File: config.mk
export PLATFORM = sky130hd
export DESIGN_NAME = vibration_alarm_monitor
export DESIGN_NICKNAME = d
export VERILOG_FILES = /design/src/hw/rtl/vam_pkg.sv /design/src/hw/rtl/vibration_alarm_monitor.sv /design/src/hw/rtl/vam_queue.sv /design/src/hw/rtl/vam_front.sv /design/src/hw/rtl/vam_back.sv
export SDC_FILE = /design/constraint.sdc
export NUM_CORES = 1
export LEC_CHECK = 0
export BUFFER_PORTS_ARGS = -buffer_cell sky130_fd_sc_hd__buf_2
export CAP_MARGIN = 10
export CORE_MARGIN = 10
export CORE_UTILIZATION = 60
export CTS_BUF_LIST = sky130_fd_sc_hd__clkbuf_2 sky130_fd_sc_hd__clkbuf_4 sky130_fd_sc_hd__clkbuf_8
export CTS_CLUSTER_SIZE = 25
export DETAILED_ROUTE_END_ITERATION = 8
export PLACE_DENSITY = 0.84
export SKIP_LAST_GASP = 1
export SLEW_MARGIN = 40
export SYNTH_ARGS = -nofsm -noshare
export SYNTH_HDL_FRONTEND = slang
export SYNTH_SLANG_ARGS = --single-unit
File: constraint.sdc
create_clock -name clk_i -period 11.6 [get_ports clk_i]
set_input_delay 0.58 -clock clk_i [delete_from_list [all_inputs] [get_ports clk_i]]
set_output_delay 0.58 -clock clk_i [all_outputs]
set_load 0.02 [all_outputs]
File: src/hw/rtl/vam_pkg.sv
`default_nettype none

package vam_pkg;

  localparam int unsigned AlarmRun   = 3;
  localparam int unsigned FaultRun   = 3;
  localparam int unsigned CountWidth = 16;

  localparam int unsigned RunW      = $clog2(AlarmRun + 1);
  localparam int unsigned AxisW     = 15;
  localparam int unsigned DiffW     = 16;
  localparam int unsigned LimitW    = 14;
  localparam int unsigned MagW      = 16;
  localparam int unsigned FcntW     = 16;
  localparam int unsigned SqW       = 30;
  localparam int unsigned SumW      = 32;
  localparam int unsigned RemW      = 19;
  localparam int unsigned RootSteps = SumW / 2;
  localparam int unsigned StepW     = $clog2(RootSteps);

  localparam logic [LimitW-1:0] LimitReset = LimitW'(1000);

  typedef struct packed {
    logic                    read_ok;
    logic signed [DiffW-1:0] dx;
    logic signed [DiffW-1:0] dy;
    logic signed [DiffW-1:0] dz;
  } q_entry_t;

  typedef struct packed {
    logic full;
    logic empty;
  } q_stat_t;

  typedef enum logic [1:0] {
    BkIdle,
    BkSquare,
    BkRoot,
    BkCommit
  } bk_state_e;

endpackage

`default_nettype wire

File: src/hw/rtl/vibration_alarm_monitor.sv
`default_nettype none

// channel  direction  handshake                fields
// in       input      in_valid_i / in_stall_o  read_ok, accel_x/y/z_mg
// out      output     out_valid_o / out_stall_i vib_mag .. recovered
// cfg      input      cfg_we_i                 cfg_wdata_i (vibration_limit)
//
// A good read passes through the back end in order: dequeue, the three
// squares through one multiplier, the bit-per-cycle square root, then
// commit. A failed read goes from dequeue straight to commit. The front takes
// a beat per cycle into a 2-entry queue and stalls only when it is full.
// The output register holds a beat under stall; commit waits until it frees.
// Reset (async, active low) clears the queue, the state and the limit to 1000.

module vibration_alarm_monitor (
  input  wire               clk_i,
  input  wire               rst_ni,
  input  wire               cfg_we_i,
  input  wire        [13:0] cfg_wdata_i,
  input  wire               in_valid_i,
  output logic              in_stall_o,
  input  wire               read_ok_i,
  input  wire signed [14:0] accel_x_mg_i,
  input  wire signed [14:0] accel_y_mg_i,
  input  wire signed [14:0] accel_z_mg_i,
  output logic              out_valid_o,
  input  wire               out_stall_i,
  output logic       [15:0] vib_mag_o,
  output logic              vib_alarm_o,
  output logic              sample_valid_o,
  output logic              sensor_fault_o,
  output logic       [15:0] failure_count_o,
  output logic              recovered_o
);
  import vam_pkg::*;

  q_stat_t  q_stat;
  q_entry_t push_entry, pop_entry;
  logic     push, pop;

  vam_front u_front (
    .clk_i        (clk_i),
    .rst_ni       (rst_ni),
    .in_valid_i   (in_valid_i),
    .in_stall_o   (in_stall_o),
    .read_ok_i    (read_ok_i),
    .accel_x_mg_i (accel_x_mg_i),
    .accel_y_mg_i (accel_y_mg_i),
    .accel_z_mg_i (accel_z_mg_i),
    .q_stat_i     (q_stat),
    .push_o       (push),
    .entry_o      (push_entry)
  );

  vam_queue u_queue (
    .clk_i   (clk_i),
    .rst_ni  (rst_ni),
    .push_i  (push),
    .entry_i (push_entry),
    .pop_i   (pop),
    .entry_o (pop_entry),
    .stat_o  (q_stat)
  );

  vam_back u_back (
    .clk_i           (clk_i),
    .rst_ni          (rst_ni),
    .cfg_we_i        (cfg_we_i),
    .cfg_wdata_i     (cfg_wdata_i),
    .q_stat_i        (q_stat),
    .entry_i         (pop_entry),
    .pop_o           (pop),
    .out_valid_o     (out_valid_o),
    .out_stall_i     (out_stall_i),
    .vib_mag_o       (vib_mag_o),
    .vib_alarm_o     (vib_alarm_o),
    .sample_valid_o  (sample_valid_o),
    .sensor_fault_o  (sensor_fault_o),
    .failure_count_o (failure_count_o),
    .recovered_o     (recovered_o)
  );

  a_queue_flags : assert property (@(posedge clk_i) disable iff (!rst_ni)
    !(q_stat.full && q_stat.empty))
    else $error("queue full and empty at once");

  a_push_lands : assert property (@(posedge clk_i) disable iff (!rst_ni)
    (in_valid_i && !in_stall_o) |=> !q_stat.empty)
    else $error("accepted beat missing from queue");

  a_fault_not_valid : assert property (@(posedge clk_i) disable iff (!rst_ni)
    (out_valid_o && sensor_fault_o) |-> !sample_valid_o)
    else $error("fault and valid both set");

  a_recovered : assert property (@(posedge clk_i) disable iff (!rst_ni)
    (out_valid_o && recovered_o) |-> (sample_valid_o && !sensor_fault_o))
    else $error("recovery without a good sample");

endmodule

`default_nettype wire

File: src/hw/rtl/vam_queue.sv
`default_nettype none

module vam_queue (
  input  wire                 clk_i,
  input  wire                 rst_ni,
  input  wire                 push_i,
  input  vam_pkg::q_entry_t   entry_i,
  input  wire                 pop_i,
  output vam_pkg::q_entry_t   entry_o,
  output vam_pkg::q_stat_t    stat_o
);
  import vam_pkg::*;

  q_entry_t   mem_q [2];
  logic       wr_q, wr_d;
  logic       rd_q, rd_d;
  logic [1:0] cnt_q, cnt_d;
  logic       do_push, do_pop;

  assign stat_o.full  = (cnt_q == 2'd2);
  assign stat_o.empty = (cnt_q == 2'd0);
  assign entry_o      = mem_q[rd_q];

  assign do_push = push_i && !stat_o.full;
  assign do_pop  = pop_i && !stat_o.empty;

  always_comb begin
    wr_d  = do_push ? ~wr_q : wr_q;
    rd_d  = do_pop ? ~rd_q : rd_q;
    cnt_d = cnt_q;
    if (do_push && !do_pop) begin
      cnt_d = cnt_q + 2'd1;
    end else if (do_pop && !do_push) begin
      cnt_d = cnt_q - 2'd1;
    end
  end

  always_ff @(posedge clk_i or negedge rst_ni) begin
    if (!rst_ni) begin
      wr_q  <= 1'b0;
      rd_q  <= 1'b0;
      cnt_q <= 2'd0;
    end else begin
      wr_q  <= wr_d;
      rd_q  <= rd_d;
      cnt_q <= cnt_d;
    end
  end

  always_ff @(posedge clk_i) begin
    if (do_push) begin
      mem_q[wr_q] <= entry_i;
    end
  end

endmodule

`default_nettype wire

File: src/hw/rtl/vam_front.sv
`default_nettype none

module vam_front (
  input  wire                      clk_i,
  input  wire                      rst_ni,
  input  wire                      in_valid_i,
  output logic                     in_stall_o,
  input  wire                      read_ok_i,
  input  wire signed [14:0]        accel_x_mg_i,
  input  wire signed [14:0]        accel_y_mg_i,
  input  wire signed [14:0]        accel_z_mg_i,
  input  vam_pkg::q_stat_t         q_stat_i,
  output logic                     push_o,
  output vam_pkg::q_entry_t        entry_o
);
  import vam_pkg::*;

  logic signed [AxisW-1:0] last_x_q, last_y_q, last_z_q;
  logic                    have_last_q;
  logic                    accept;

  assign in_stall_o = q_stat_i.full;
  assign accept     = in_valid_i && !q_stat_i.full;
  assign push_o     = accept;

  // first good sample has no predecessor: zero difference gives a zero root
  always_comb begin
    entry_o.read_ok = read_ok_i;
    entry_o.dx      = '0;
    entry_o.dy      = '0;
    entry_o.dz      = '0;
    if (have_last_q) begin
      entry_o.dx = DiffW'(accel_x_mg_i) - DiffW'(last_x_q);
      entry_o.dy = DiffW'(accel_y_mg_i) - DiffW'(last_y_q);
      entry_o.dz = DiffW'(accel_z_mg_i) - DiffW'(last_z_q);
    end
  end

  always_ff @(posedge clk_i or negedge rst_ni) begin
    if (!rst_ni) begin
      have_last_q <= 1'b0;
    end else if (accept && read_ok_i) begin
      have_last_q <= 1'b1;
    end
  end

  always_ff @(posedge clk_i) begin
    if (accept && read_ok_i) begin
      last_x_q <= accel_x_mg_i;
      last_y_q <= accel_y_mg_i;
      last_z_q <= accel_z_mg_i;
    end
  end

endmodule

`default_nettype wire

File: src/hw/rtl/vam_back.sv
`default_nettype none

module vam_back (
  input  wire                 clk_i,
  input  wire                 rst_ni,
  input  wire                 cfg_we_i,
  input  wire [13:0]          cfg_wdata_i,
  input  vam_pkg::q_stat_t    q_stat_i,
  input  vam_pkg::q_entry_t   entry_i,
  output logic                pop_o,
  output logic                out_valid_o,
  input  wire                 out_stall_i,
  output logic [15:0]         vib_mag_o,
  output logic                vib_alarm_o,
  output logic                sample_valid_o,
  output logic                sensor_fault_o,
  output logic [15:0]         failure_count_o,
  output logic                recovered_o
);
  import vam_pkg::*;

  bk_state_e state_q, state_d;

  logic [LimitW-1:0]       limit_q;
  logic                    ok_q;
  logic signed [DiffW-1:0] dif_q [3];
  logic [1:0]              idx_q, idx_d;
  logic [SqW-1:0]          prod_q, prod_d;
  logic [SumW-1:0]         acc_q, acc_d, sum;
  logic [SumW-1:0]         n_q, n_d;
  logic [RemW-1:0]         rem_q, rem_d, rem_sh, trial;
  logic [MagW-1:0]         root_q, root_d;
  logic [StepW-1:0]        step_q, step_d;
  logic                    ge;
  logic signed [DiffW-1:0] op;
  logic [DiffW-1:0]        op_abs;

  // architectural state of the monitor
  logic [RunW-1:0]       run_q, run_d;
  logic [CountWidth-1:0] fail_q, fail_d;
  logic                  fault_q, fault_d;
  logic                  valid_q, valid_d;
  logic [MagW-1:0]       hmag_q, hmag_d;
  logic                  halarm_q, halarm_d;
  logic                  rec_d;

  logic out_free, commit, load;

  assign out_free = !out_valid_o || !out_stall_i;
  assign commit   = (state_q == BkCommit) && out_free;
  assign load     = (state_q == BkIdle) && !q_stat_i.empty;
  assign pop_o    = load;

  // next state
  always_comb begin
    state_d = state_q;
    case (state_q)
      BkIdle: begin
        if (!q_stat_i.empty) begin
          state_d = entry_i.read_ok ? BkSquare : BkCommit;
        end
      end
      BkSquare: begin
        if (idx_q == 2'd3) state_d = BkRoot;
      end
      BkRoot: begin
        if (step_q == StepW'(RootSteps - 1)) state_d = BkCommit;
      end
      BkCommit: begin
        if (out_free) state_d = BkIdle;
      end
      default: state_d = BkIdle;
    endcase
  end

  // squares: one shared multiplier, product registered before the add
  always_comb begin
    case (idx_q)
      2'd0:    op = dif_q[0];
      2'd1:    op = dif_q[1];
      default: op = dif_q[2];
    endcase
    op_abs = op[DiffW-1] ? DiffW'(-op) : DiffW'(op);
    prod_d = SqW'(op_abs[AxisW-1:0]) * SqW'(op_abs[AxisW-1:0]);
    sum    = acc_q + SumW'(prod_q);
  end

  // one root bit per step
  always_comb begin
    rem_sh = {rem_q[RemW-3:0], n_q[SumW-1 -: 2]};
    trial  = {1'b0, root_q, 2'b01};
    ge     = (rem_sh >= trial);
  end

  // datapath and state updates
  always_comb begin
    idx_d  = idx_q;
    acc_d  = acc_q;
    n_d    = n_q;
    rem_d  = rem_q;
    root_d = root_q;
    step_d = step_q;
    case (state_q)
      BkIdle: begin
        idx_d  = 2'd0;
        acc_d  = '0;
        root_d = '0;
      end
      BkSquare: begin
        idx_d = idx_q + 2'd1;
        if (idx_q != 2'd0) acc_d = sum;
        if (idx_q == 2'd3) begin
          n_d    = sum;
          rem_d  = '0;
          root_d = '0;
          step_d = '0;
        end
      end
      BkRoot: begin
        n_d    = n_q << 2;
        rem_d  = ge ? rem_sh - trial : rem_sh;
        root_d = {root_q[MagW-2:0], ge};
        step_d = step_q + StepW'(1);
      end
      BkCommit: begin
      end
      default: begin
      end
    endcase
  end

  always_comb begin
    run_d    = run_q;
    fail_d   = fail_q;
    fault_d  = fault_q;
    valid_d  = valid_q;
    hmag_d   = hmag_q;
    halarm_d = halarm_q;
    rec_d    = 1'b0;
    if (ok_q) begin
      if (root_q >= MagW'(limit_q)) begin
        if (run_q < RunW'(AlarmRun)) run_d = run_q + RunW'(1);
      end else begin
        run_d = '0;
      end
      rec_d    = fault_q;
      hmag_d   = root_q;
      halarm_d = (run_d >= RunW'(AlarmRun));
      valid_d  = 1'b1;
      fail_d   = '0;
      fault_d  = 1'b0;
    end else begin
      if (fail_q != '1) fail_d = fail_q + CountWidth'(1);
      if (fail_d >= CountWidth'(FaultRun)) begin
        fault_d = 1'b1;
        valid_d = 1'b0;
      end
    end
  end

  always_ff @(posedge clk_i or negedge rst_ni) begin
    if (!rst_ni) begin
      state_q     <= BkIdle;
      limit_q     <= LimitReset;
      out_valid_o <= 1'b0;
      run_q       <= '0;
      fail_q      <= '0;
      fault_q     <= 1'b0;
      valid_q     <= 1'b0;
      hmag_q      <= '0;
      halarm_q    <= 1'b0;
    end else begin
      state_q <= state_d;
      if (cfg_we_i) limit_q <= cfg_wdata_i;
      if (commit) begin
        out_valid_o <= 1'b1;
        run_q       <= run_d;
        fail_q      <= fail_d;
        fault_q     <= fault_d;
        valid_q     <= valid_d;
        hmag_q      <= hmag_d;
        halarm_q    <= halarm_d;
      end else if (!out_stall_i) begin
        out_valid_o <= 1'b0;
      end
    end
  end

  always_ff @(posedge clk_i) begin
    idx_q  <= idx_d;
    acc_q  <= acc_d;
    prod_q <= prod_d;
    n_q    <= n_d;
    rem_q  <= rem_d;
    root_q <= root_d;
    step_q <= step_d;
    if (load) begin
      ok_q     <= entry_i.read_ok;
      dif_q[0] <= entry_i.dx;
      dif_q[1] <= entry_i.dy;
      dif_q[2] <= entry_i.dz;
    end
    if (commit) begin
      vib_mag_o       <= hmag_d;
      vib_alarm_o     <= halarm_d;
      sample_valid_o  <= valid_d;
      sensor_fault_o  <= fault_d;
      failure_count_o <= FcntW'(fail_d);
      recovered_o     <= rec_d;
    end
  end

endmodule

`default_nettype wire
# After elaboration in Yosys (flattened, before gate mapping)
# Memories as Yosys holds them, arrays and structs flattened.
# Cells that the tools add are included.
# W data, S select, Z words.
# op_classes
n_mux	41
n_eq_ne	14
n_bitwise	2
n_reduce_logical	28
div_mod_pow	0
shift	0
n_mul	1
n_addsub	12
magnitude_cmp	5
# op_table
cell	n
$pmux W32 S2	2
$mux W16	5
$mux W32	2
$mux W48	1
$pmux W16 S3	1
$sub A15 B15 Y16	3
$mux W17	2
$pmux W17 S2	1
$add A32 B30 Y32	1
$pmux W16 S2	1
$mul A15 B15 Y30	1
$mux W2	10
$ge A19 B18 Y1	1
$sub A17 B17 Y17	1
$add A16 B1 Y16 const B	1
$ge A16 B14 Y1	1
$ge A16 B2 Y1 const B	1
$ne A16 B16 Y1 const B	1
$mux W15	1
$neg A15 Y15	1
$mux W1	11
$ne A2 B1 Y1 const B	5
$eq A2 B2 Y1 const B	4
$logic_and A1 B1 Y1	8
other kinds (20)	37
# totals
word_cells	135
rom_bits	0
out_inout_bits	38
latch_bits	0
reg_bits	274
memories	2
ramBits	146
in_bits	65
# memory_table
name	depth	width	rd	rd_clocked_by_memory_dff	write_ports	line	text
u_queue.mem_q	2	49	1	0	1	vam_queue.sv:14	q_entry_t mem_q [2];
u_back.dif_q	3	16	3	0	3	vam_back.sv:26	logic signed [DiffW-1:0] dif_q [3];

# Depth between registers and ports, before layout
# Gate-level depths: netlist (run 1).
# depth
depth_word	8
depth_mapped	34

# Modules after synthesis
# A second synthesis (run 1) with hierarchy kept.
# unflattened
hier_cells	2431
hier_area_um2	27161.0
# modules_own_cells
mod	cells_per_inst	instances	seq_area_each_um2	area_each_um2
vam_back	1822	1	7584.8	19202.2
vam_queue	172	1	3042.9	3986.3
vam_front	437	1	1376.3	3972.6

# Worst setup path after synthesis (run 1)
# OpenSTA, ideal clock, no wires.
# synth_path
path_type	reg2reg
startpoint	reg u_back.idx_q[0]
endpoint	reg u_back.prod_q[28]
path_buffers	2
arrival_ns	8.023
path_slack_ns	3.450
setup_ns	0.127
path_stages_with_launch	34
t_required_ns	11.473
cell_sequence	edfxtp_1 inv_1 ha_1 buf_2 a22o_1 a21oi_1 clkbuf_1 ha_1 and3_1 a21oi_1 xor2_1 inv_2 nand2_1 inv_1 fa_1 inv_1 fa_1 inv_1 fa_1 fa_1 fa_1 inv_1 fa_1 inv_1 ha_1 and2_1 a221o_1 a311oi_1 a21oi_1 o21ai_1 nand2b_1 o311ai_1 o21ai_0 xor2_1
# synth_between
elab_chain_cells	5
# synth_rtl
item	line	text
start: declaration	vam_back.sv:27	logic [1:0] idx_q, idx_d;
start signal: assignment	vam_back.sv:190	idx_q <= idx_d;
$eq A2 B1 Y1 / $logic_not A2 Y1 (equally long branches)	vam_back.sv:78	case (idx_q)
$pmux W16 S2 *	vam_back.sv:78	
$neg A15 Y15	vam_back.sv:83	op_abs = op[DiffW-1] ? DiffW'(-op) : DiffW'(op);
$mux W15 *	vam_back.sv:83	
$mul A15 B15 Y30 *	vam_back.sv:84	prod_d = SqW'(op_abs[AxisW-1:0]) * SqW'(op_abs[AxisW-1:0]);
via u_back.prod_d[28]	vam_back.sv:28	logic [SqW-1:0] prod_q, prod_d;
end signal: assignment	vam_back.sv:192	prod_q <= prod_d;
end: declaration	vam_back.sv:28	
# The timed path passes the listed nets; every way through them passes the cells marked *.
# A chain may end at the register's enable or synchronous reset.

# Worst setup path in the final report (run 1)
# Same ends and word-level chain as after synthesis.

==> results of run 1 <==
[kinds of logic (layout without fill, tap and decap cells)]
logic type / Yosys count / after routing / synth area share
buf+inv: 395 / 584 / 0.0563
mux: 107 / 107 / 0.0440
flops: 419 / 419 / 0.448
fa+ha+maj: 347 / 347 / 0.201
simple gates: 627 / 627 / 0.108
compound gates: 408 / 408 / 0.0974
xor+xnor: 132 / 132 / 0.0448
[placed cells by master (no fill, tap or decap), types with 13 or more instances in the layout]
cell type,count
sky130_fd_sc_hd__a21o_1,45
sky130_fd_sc_hd__clkinv_2,20
sky130_fd_sc_hd__and2_1,38
sky130_fd_sc_hd__nor2_1,206
sky130_fd_sc_hd__a22o_1,15
sky130_fd_sc_hd__edfxtp_1,331
sky130_fd_sc_hd__o21bai_1,14
sky130_fd_sc_hd__clkbuf_4,15
sky130_fd_sc_hd__xor2_1,48
sky130_fd_sc_hd__nand2_1,193
sky130_fd_sc_hd__nor3_1,24
sky130_fd_sc_hd__fa_1,140
sky130_fd_sc_hd__buf_2,102
sky130_fd_sc_hd__dfrtp_1,52
sky130_fd_sc_hd__xnor2_1,75
sky130_fd_sc_hd__a21oi_1,102
sky130_fd_sc_hd__buf_4,13
sky130_fd_sc_hd__nand2b_1,24
sky130_fd_sc_hd__nand3_1,32
sky130_fd_sc_hd__nor2b_1,29
sky130_fd_sc_hd__inv_1,325
sky130_fd_sc_hd__a31oi_1,18
sky130_fd_sc_hd__dfxtp_1,29
sky130_fd_sc_hd__o21ai_0,96
sky130_fd_sc_hd__o21a_1,17
sky130_fd_sc_hd__ha_1,206
sky130_fd_sc_hd__mux2_2,87
sky130_fd_sc_hd__clkbuf_8,78
sky130_fd_sc_hd__and3_1,15
sky130_fd_sc_hd__o31ai_1,22
sky130_fd_sc_hd__mux2i_1,19
[stage by stage]
stage	instances	hold slack, ns	worst slack, ns	utilization	cell area (um^2)
after floorplan	2435	0.284	3.45	-	26800
after global placement	3085	0.462	2.50	0.632	27900
after detailed placement	3085	0.473	2.30	0.633	28000
after CTS	3216	0.0708	2.27	0.666	29400
after global routing	3216	0.0162	1.70	0.666	29500
final	3216	-0.00664	2.20	0.666	29500
[worst paths after layout]
path	from	endpoint	slack (ns)	cells past startpoint
worst max-delay path	u_back.idx_q[0]	u_back.prod_q[28]	2.20	30
worst min-delay path	rst_ni	u_back.fail_q[11]	-0.007	2
worst max register to register	u_back.idx_q[0]	u_back.prod_q[28]	2.20	30
worst min register to register	u_back.halarm_q	u_back.halarm_q	0.49	2
max in group asynchronous	rst_ni	u_queue.rd_q	11.16	2
min in group clk_i	accel_x_mg_i[9]	u_front.last_x_q[9]	0.13	1
[cell type report]
class                   instances  area share
flip-flops and latches        419       0.408
well taps                     592      0.0251
multi-input cells            1621       0.453
repair buffers                117      0.0214
inverters                     336      0.0428
clock inverters                38     0.00947
clock buffers                  93      0.0403
[sequential cells by signal (all words and copies together), names as in the netlist, 17 cells and up]
name,flops
u_back.prod_q,29
u_back.n_q,32
u_back.rem_q,17
u_back.acc_q,32
u_back.dif_q,48
u_queue.mem_q,98
[per-layer routing]
layer / vias to the layer above / wire length (um) / GRT usage
met5: - / 0 / 0
met4: 0 / 1610 / 0.0816
met3: 111 / 2430 / 0.0346
met2: 487 / 29900 / 0.388
met1: 8844 / 23400 / 0.259
li1: 8656 / - / -
==> run summary, run 1 <==
The maximum fanout encountered on the critical timing path is 18. Setup repair after global routing left no endpoint under its margin. For this run, the slowest stage of the critical path takes 0.62 ns. For this run, the detailed router's first-pass iteration total came to 5. In this run the vertical extent of the chip is 231 um. Among all flip-flop cells after synthesis, the most frequent one is sky130_fd_sc_hd__edfxtp_1. After the first detailed-routing iteration, the DRC count stood at 1251. In this run, post-CTS hold repair placed 0 buffers.

During placement, the flow inserted port buffers numbering 102. The flow ran to the end, but the final reports show violations. The row count came out at 77.

The number of synthesized register bits was 419. Wires add up to 57300 um. The final critical path time including I/O delays and setup came out at 9.40 ns. On the final layout, the worst clock skew is 0.0228 ns. The run gives 94900 um as the global-route wire length before repair. The final reports fail on negative hold slack. The share of synthesized registers carrying an async set or reset works out to 0.141. Entering global routing, the biggest net connects 101 pins. After clock tree synthesis, the repair step resized 0 gates. The class of the tightest hold or removal check is in -> async.

In the post-synthesis netlist, the cell with the most instances is sky130_fd_sc_hd__edfxtp_1. The largest individual stage delay along the critical path comes from the cell sky130_fd_sc_hd__ha_1. The tools report the root buffer cell as sky130_fd_sc_hd__clkbuf_8.

The run gives 13400 um^2 as the area of the multi-input gates. The share of layout cells above drive strength 1 was 0.144. In the routed design, unresolved DRC markers number 0.

STA classifies the critical path endpoint as a flop. No sink is reached through more buffers than the 3 on the longest clock path. The area of the die came out at 53500 um^2.

The signed area change from the synthesized netlist to the final layout was 9.92%; the number of unique standard cell types used by synthesis was 79. At the worst endpoint, the required time is 12.11 ns. The number of routed nets with antenna violations is 0.

The cell class contributing the biggest share of worst-path delay was adder cells. The number of buffers and inverters on the critical path is 6. The headroom to the max-slew limit was 0.464.

Detailed placement ended at an HPWL of 42500 um. Dividing the detail-routed via count by the number of cells gives 5.63. The worst endpoint data arrival time came out at 9.91 ns. The routed layout has 18098 vias. Synthesis produced a netlist whose cell count is 2435. The area share of the largest cell type after synthesis was 0.371; the transition time at the pin with the least slew margin was 0.800 ns. The number of nets at the end of the flow is 2979, and the routed length per instance is 17.8 um.

Yosys attributes the largest share of cell area to sky130_fd_sc_hd__edfxtp_1 37%, sky130_fd_sc_hd__fa_1 10%, sky130_fd_sc_hd__ha_1 9.7%, sky130_fd_sc_hd__dfrtp_1 4.9%, sky130_fd_sc_hd__inv_1 4.6%. Final cycle utilization of the critical path: 0.810. The number of nets handed over by synthesis was 2847. For the clock latency on the worst-skew pair, the log shows 0.65 ns.

The cell repeated most along the worst path is sky130_fd_sc_hd__fa_1. Across the run, the number of max-cap violations was 0. The logs give 0.606 for the starting utilization of the core area and 72 for the total clock buffers created by CTS. Global routing finished with a remaining overflow of 0. After synthesis the cells add up to 26800 um^2. The worst setup path is launched from a flop. For the initial antenna violation count, the log shows 0.

For this run, the top clock speed supported by timing is 106 MHz. After synthesis, the most frequently instantiated cells are 331 x sky130_fd_sc_hd__edfxtp_1, 326 x sky130_fd_sc_hd__inv_1, 207 x sky130_fd_sc_hd__ha_1. The core region is 44200 um^2.

The Yosys warning count was 0; the width of the chip was 231 um. For the combined global-route utilization of all metal layers, the log shows 0.217. The tools report the hold violation count in the final report as 3.

In this run the mean area of a mapped cell was 11.0 um^2. For the count of boundary I/O pins, the log shows 103. The category of the most critical setup path was reg -> reg.

TritonCTS built the clock tree. The number of fillers in the final layout is 3180. The logs give 0.448 for the part of the Yosys area used for sequential elements and 0.931 for the final RePlAce weighted congestion. Of all cell types, the one taking the most synthesized area is sky130_fd_sc_hd__edfxtp_1. The total setup violations reported at the end of the flow is 0, and the clock input transition at the sequential cells of the worst setup and hold paths is 0.06 ns. The tools report the setup fix buffers added after clock tree synthesis as 0. Registers take 12000 um^2. The minimum hold slack is -0.00664 ns, and the number of global-route vias before repair is 19085. The max-slew violation count is 0. The synthesized design contains 331 enable-type register cells.

Total number of H-tree levels: 3. In the final timing run, aggregate negative setup slack is 0 ns. The logs give 419 for the number of clock sinks and 0 for the antenna cell count.
Power of run 1 is left out: the tool's default activity adds up to more than one toggle a clock period on the data nets, which glitch-free logic cannot reach.
==> run 2: changes to the inputs <==
ABC_AREA = 1   (was default)
clock period = 9.3 ns   (was 11.6 ns; I/O delays follow)
==> run 2 against run 1 <==
The run now ends clean. Synthesized cell count up 28%. Fmax increased by 19%. Non-clock buffer count up 41.
==> run summary, run 2 <==
In the post-synthesis netlist, the cell with the most instances is sky130_fd_sc_hd__nand2_1. The final cycle utilization of the critical path works out to 0.849 (+0.0385). The netlist area before placement was 28000 um^2 (+4.3%). The clock input transition at the sequential cells of the worst setup and hold paths was 0.06 ns (about the same). The setup fix buffers added after clock tree synthesis was 0 (unchanged); the antenna cell count was 0 (unchanged). For the clock latency on the worst-skew pair, the log shows 0.65 ns (about the same). The run gives 62600 um (+9.2%) as the overall routed net length.

The signed area change from the synthesized netlist to the final layout works out to 10.6%. The run gives 20946 (+9.8%) as the number of global-route vias before repair. The area share of the largest cell type after synthesis is 0.356 (-0.0154), and the final core utilization is 0.669 (+0.00243). The slack of the worst reg-to-reg path is 1.41 ns (-0.79 ns), and the via total after detailed routing is 21186 (+17%). The maximum buffer depth of the clock tree is 3 (unchanged).

Leaving out fill and tap cells, the most frequent cell in the layout is sky130_fd_sc_hd__nand2_1. The hold violation count in the final report was 0 (-3); the gate count after technology mapping was 3109 (+28%). In the final layout, the registers with the most flip-flops are u_queue.mem_q: 98 flops, u_back.dif_q: 48 flops.

The number of flip-flops in the largest register works out to 98 (unchanged). The number of clock sinks was 419 (unchanged); the number of routed nets with antenna violations was 0 (unchanged). The run finished with clean final reports. The tools report the total congestion overflow after global routing as 0 (unchanged). The run gives 0 (unchanged) as the total setup violations reported at the end of the flow.

The max-slew violation count is 0 (unchanged). The share of synthesized registers carrying an async set or reset is 0.141 (unchanged). Dominant synthesized flop cell: sky130_fd_sc_hd__edfxtp_1. The share of layout cells above drive strength 1 works out to 0.103 (-0.0415).

Setup repair after global routing left no endpoint under its margin. The startpoint type of the worst setup path was a flop. The run gives 0.516 (+0.0522) as the headroom to the max-slew limit. The tools report the cell area after placement as 29000 um^2 (+3.8%). The logs give 0.604 (-0.00165) for the starting utilization of the core area and 79 (+2.6%) for the row count. The number of nets at the end of the flow came out at 3686 (+24%). The routed length per instance is 15.9 um (-11%), and the transition time at the pin with the least slew margin is 0.718 ns (-0.0819 ns). Cell repeated most along the worst path: sky130_fd_sc_hd__nand2_1. The tools report the root buffer cell as sky130_fd_sc_hd__clkbuf_8. The worst setup path is captured at a flop.

Final RePlAce weighted congestion: 0.945 (+1.5%). The port buffer count works out to 102 (unchanged). By area the synthesized netlist is led by sky130_fd_sc_hd__edfxtp_1 36%, sky130_fd_sc_hd__nand2_1 10%, sky130_fd_sc_hd__fa_1 10%, sky130_fd_sc_hd__ha_1 9.3%, sky130_fd_sc_hd__inv_1 6.3%. Number of enable flip-flop cells after synthesis: 331 (unchanged). Ranked by instance count, the synthesized netlist is headed by 762 x sky130_fd_sc_hd__nand2_1, 467 x sky130_fd_sc_hd__inv_1, 331 x sky130_fd_sc_hd__edfxtp_1. The net count after synthesis was 3521 (+24%). The run gives 1764 (+41%) as the first-iteration detailed-routing DRC count. u_queue.mem_q holds more flip-flops than any other register. The cell type of the slowest stage on the worst timing path was sky130_fd_sc_hd__ha_1. Leaving out fill and tap cells, the most frequent cells in the layout are 761 x sky130_fd_sc_hd__nand2_1, 466 x sky130_fd_sc_hd__inv_1, 331 x sky130_fd_sc_hd__edfxtp_1. The setup path with the least slack is of type reg -> reg.

The tools report the final routed DRC violation total as 0 (unchanged). The worst-case clock skew was 0.0358 ns (+0.0130 ns). The run gives 0 (unchanged) as the max-capacitance violation count. The post-route cell area was 30900 um^2 (+5.0%). Dominant cell type by area after synthesis: sky130_fd_sc_hd__edfxtp_1.

The initial antenna violation count is 0 (unchanged), and the maximum fanout encountered on the critical timing path is 17 (-1). The combined global-route utilization of all metal layers was 0.224 (+0.00707). Total number of H-tree levels: 3 (unchanged).

The logs give 127 MHz (+19%) for the peak clock frequency supported by timing and 71 (-1.4%) for the total clock buffers created by CTS. The worst endpoint data arrival time came out at 8.43 ns (-1.48 ns). The tools report the maximum number of pins on one net before global-route repair as 92 (-8.9%). Worst stage delay on the critical path: 0.61 ns (about the same). The number of vias per cell was 5.38 (-4.4%).

The Yosys warning count is 0 (unchanged), and the setup TNS is 0 ns (unchanged). The overall die height was 236 um (+2.0%). The min-delay analysis places its worst path in the category in -> reg.

The width of the chip came out at 236 um (+2.0%). The count of boundary I/O pins was 103 (unchanged). TritonCTS built the clock tree. The number of detailed-routing iterations run before antenna repair came out at 7 (+2). The worst path required time came out at 9.84 ns (-2.27 ns). The tools report the core outline area as 46300 um^2 (+4.6%).

The area of the die is 55600 um^2 (+4.0%), and the number of synthesized register bits is 419 (unchanged). The number of unique standard cell types used by synthesis came out at 57 (-28%). The half-perimeter wire length after detailed placement is 46000 um (+8.1%), and the part of the Yosys area used for sequential elements is 0.429 (-0.0186). The mean instance size in the synthesized netlist is 8.99 um^2 (-18%). The final critical path time including I/O delays and setup was 7.89 ns (-1.51 ns); the global-route wire length before repair was 104000 um (+9.4%).
-- run 2: cell count changes after synthesis, moves of 41 or more --
cell / previous run / this run
sky130_fd_sc_hd__inv_1: 326 / 467
sky130_fd_sc_hd__nor2_1: 206 / 266
sky130_fd_sc_hd__nand3_1: 32 / 101
sky130_fd_sc_hd__o21ai_0: 96 / 191
sky130_fd_sc_hd__mux2_2: 87 / 1
sky130_fd_sc_hd__xnor2_1: 76 / 35
sky130_fd_sc_hd__a21oi_1: 102 / 190
sky130_fd_sc_hd__nand2_1: 194 / 762
-- run 2: final cells by class --
cell class | count | area, um^2
tap | 607 | 759
timing repair buffer | 158 | 1040
fill | 3611 | 15300
sequential | 419 | 12000
inverter | 501 | 1890
clock buffer | 105 | 1270
clock inverter | 25 | 198
multi-input combinational | 2123 | 13800
-- run 2: worst paths after layout --
check                                start                  end  cells past startpoint
max                        u_back.idx_q[0]    u_back.prod_q[29]                     34
min reg2reg                 u_back.n_q[27]       u_back.n_q[29]                      2
max reg2reg                u_back.idx_q[0]    u_back.prod_q[29]                     34
min in group asynchronous           rst_ni    u_back.fail_q[15]                      3
min                        accel_y_mg_i[0]  u_front.last_y_q[0]                      1
max in group asynchronous           rst_ni    u_back.limit_q[0]                      3
-- run 2: layer usage --
metal | up-vias | track usage | wire length, um
li1 | 10408 | - | -
met1 | 9991 | 0.293 | 26900
met2 | 672 | 0.374 | 30500
met3 | 115 | 0.0407 | 3720
met4 | 0 | 0.0662 | 1460
met5 | - | 0 | 0
-- run 2: metrics by stage --
stage	setup WS (ns)	std cells	hold slack, ns
6_report	1.41	3938	0.0370
5_1_grt	0.813	3938	0.000320
4_1_cts	1.32	3938	0.00278
3_5_place_dp	1.34	3767	0.480
3_3_place_gp	1.52	3767	0.471
2_1_floorplan	2.27	3109	0.169
-- run 2: what timing repair did --
item | in CTS | in global routing
gates resized for setup | 0 | 0
endpoints found under the hold margin | 53 | 0
hold buffers | 41 | 0
-- run 2: worst max-delay path: cells and delay by family, from the launching register on --
family                     cells  cell delay, ns
adders and majority gates      8            4.08
and+or+nand+nor               17            2.26
buffers and inverters          7            0.76
DFF                            1            0.44
AOI/OAI and AO/OA              2            0.26
-- run 2: cells by family (layout without fill, tap and decap cells) --
family          Yosys count  after routing  synth area share
fa+ha+maj               347            347             0.193
simple gates           1252           1252             0.187
xor+xnor                 82             82            0.0262
compound gates          441            441            0.0843
mux                       1              1          0.000403
buf+inv                 567            789            0.0802
flops                   419            419             0.429
Power of run 2 is left out for the same reason.
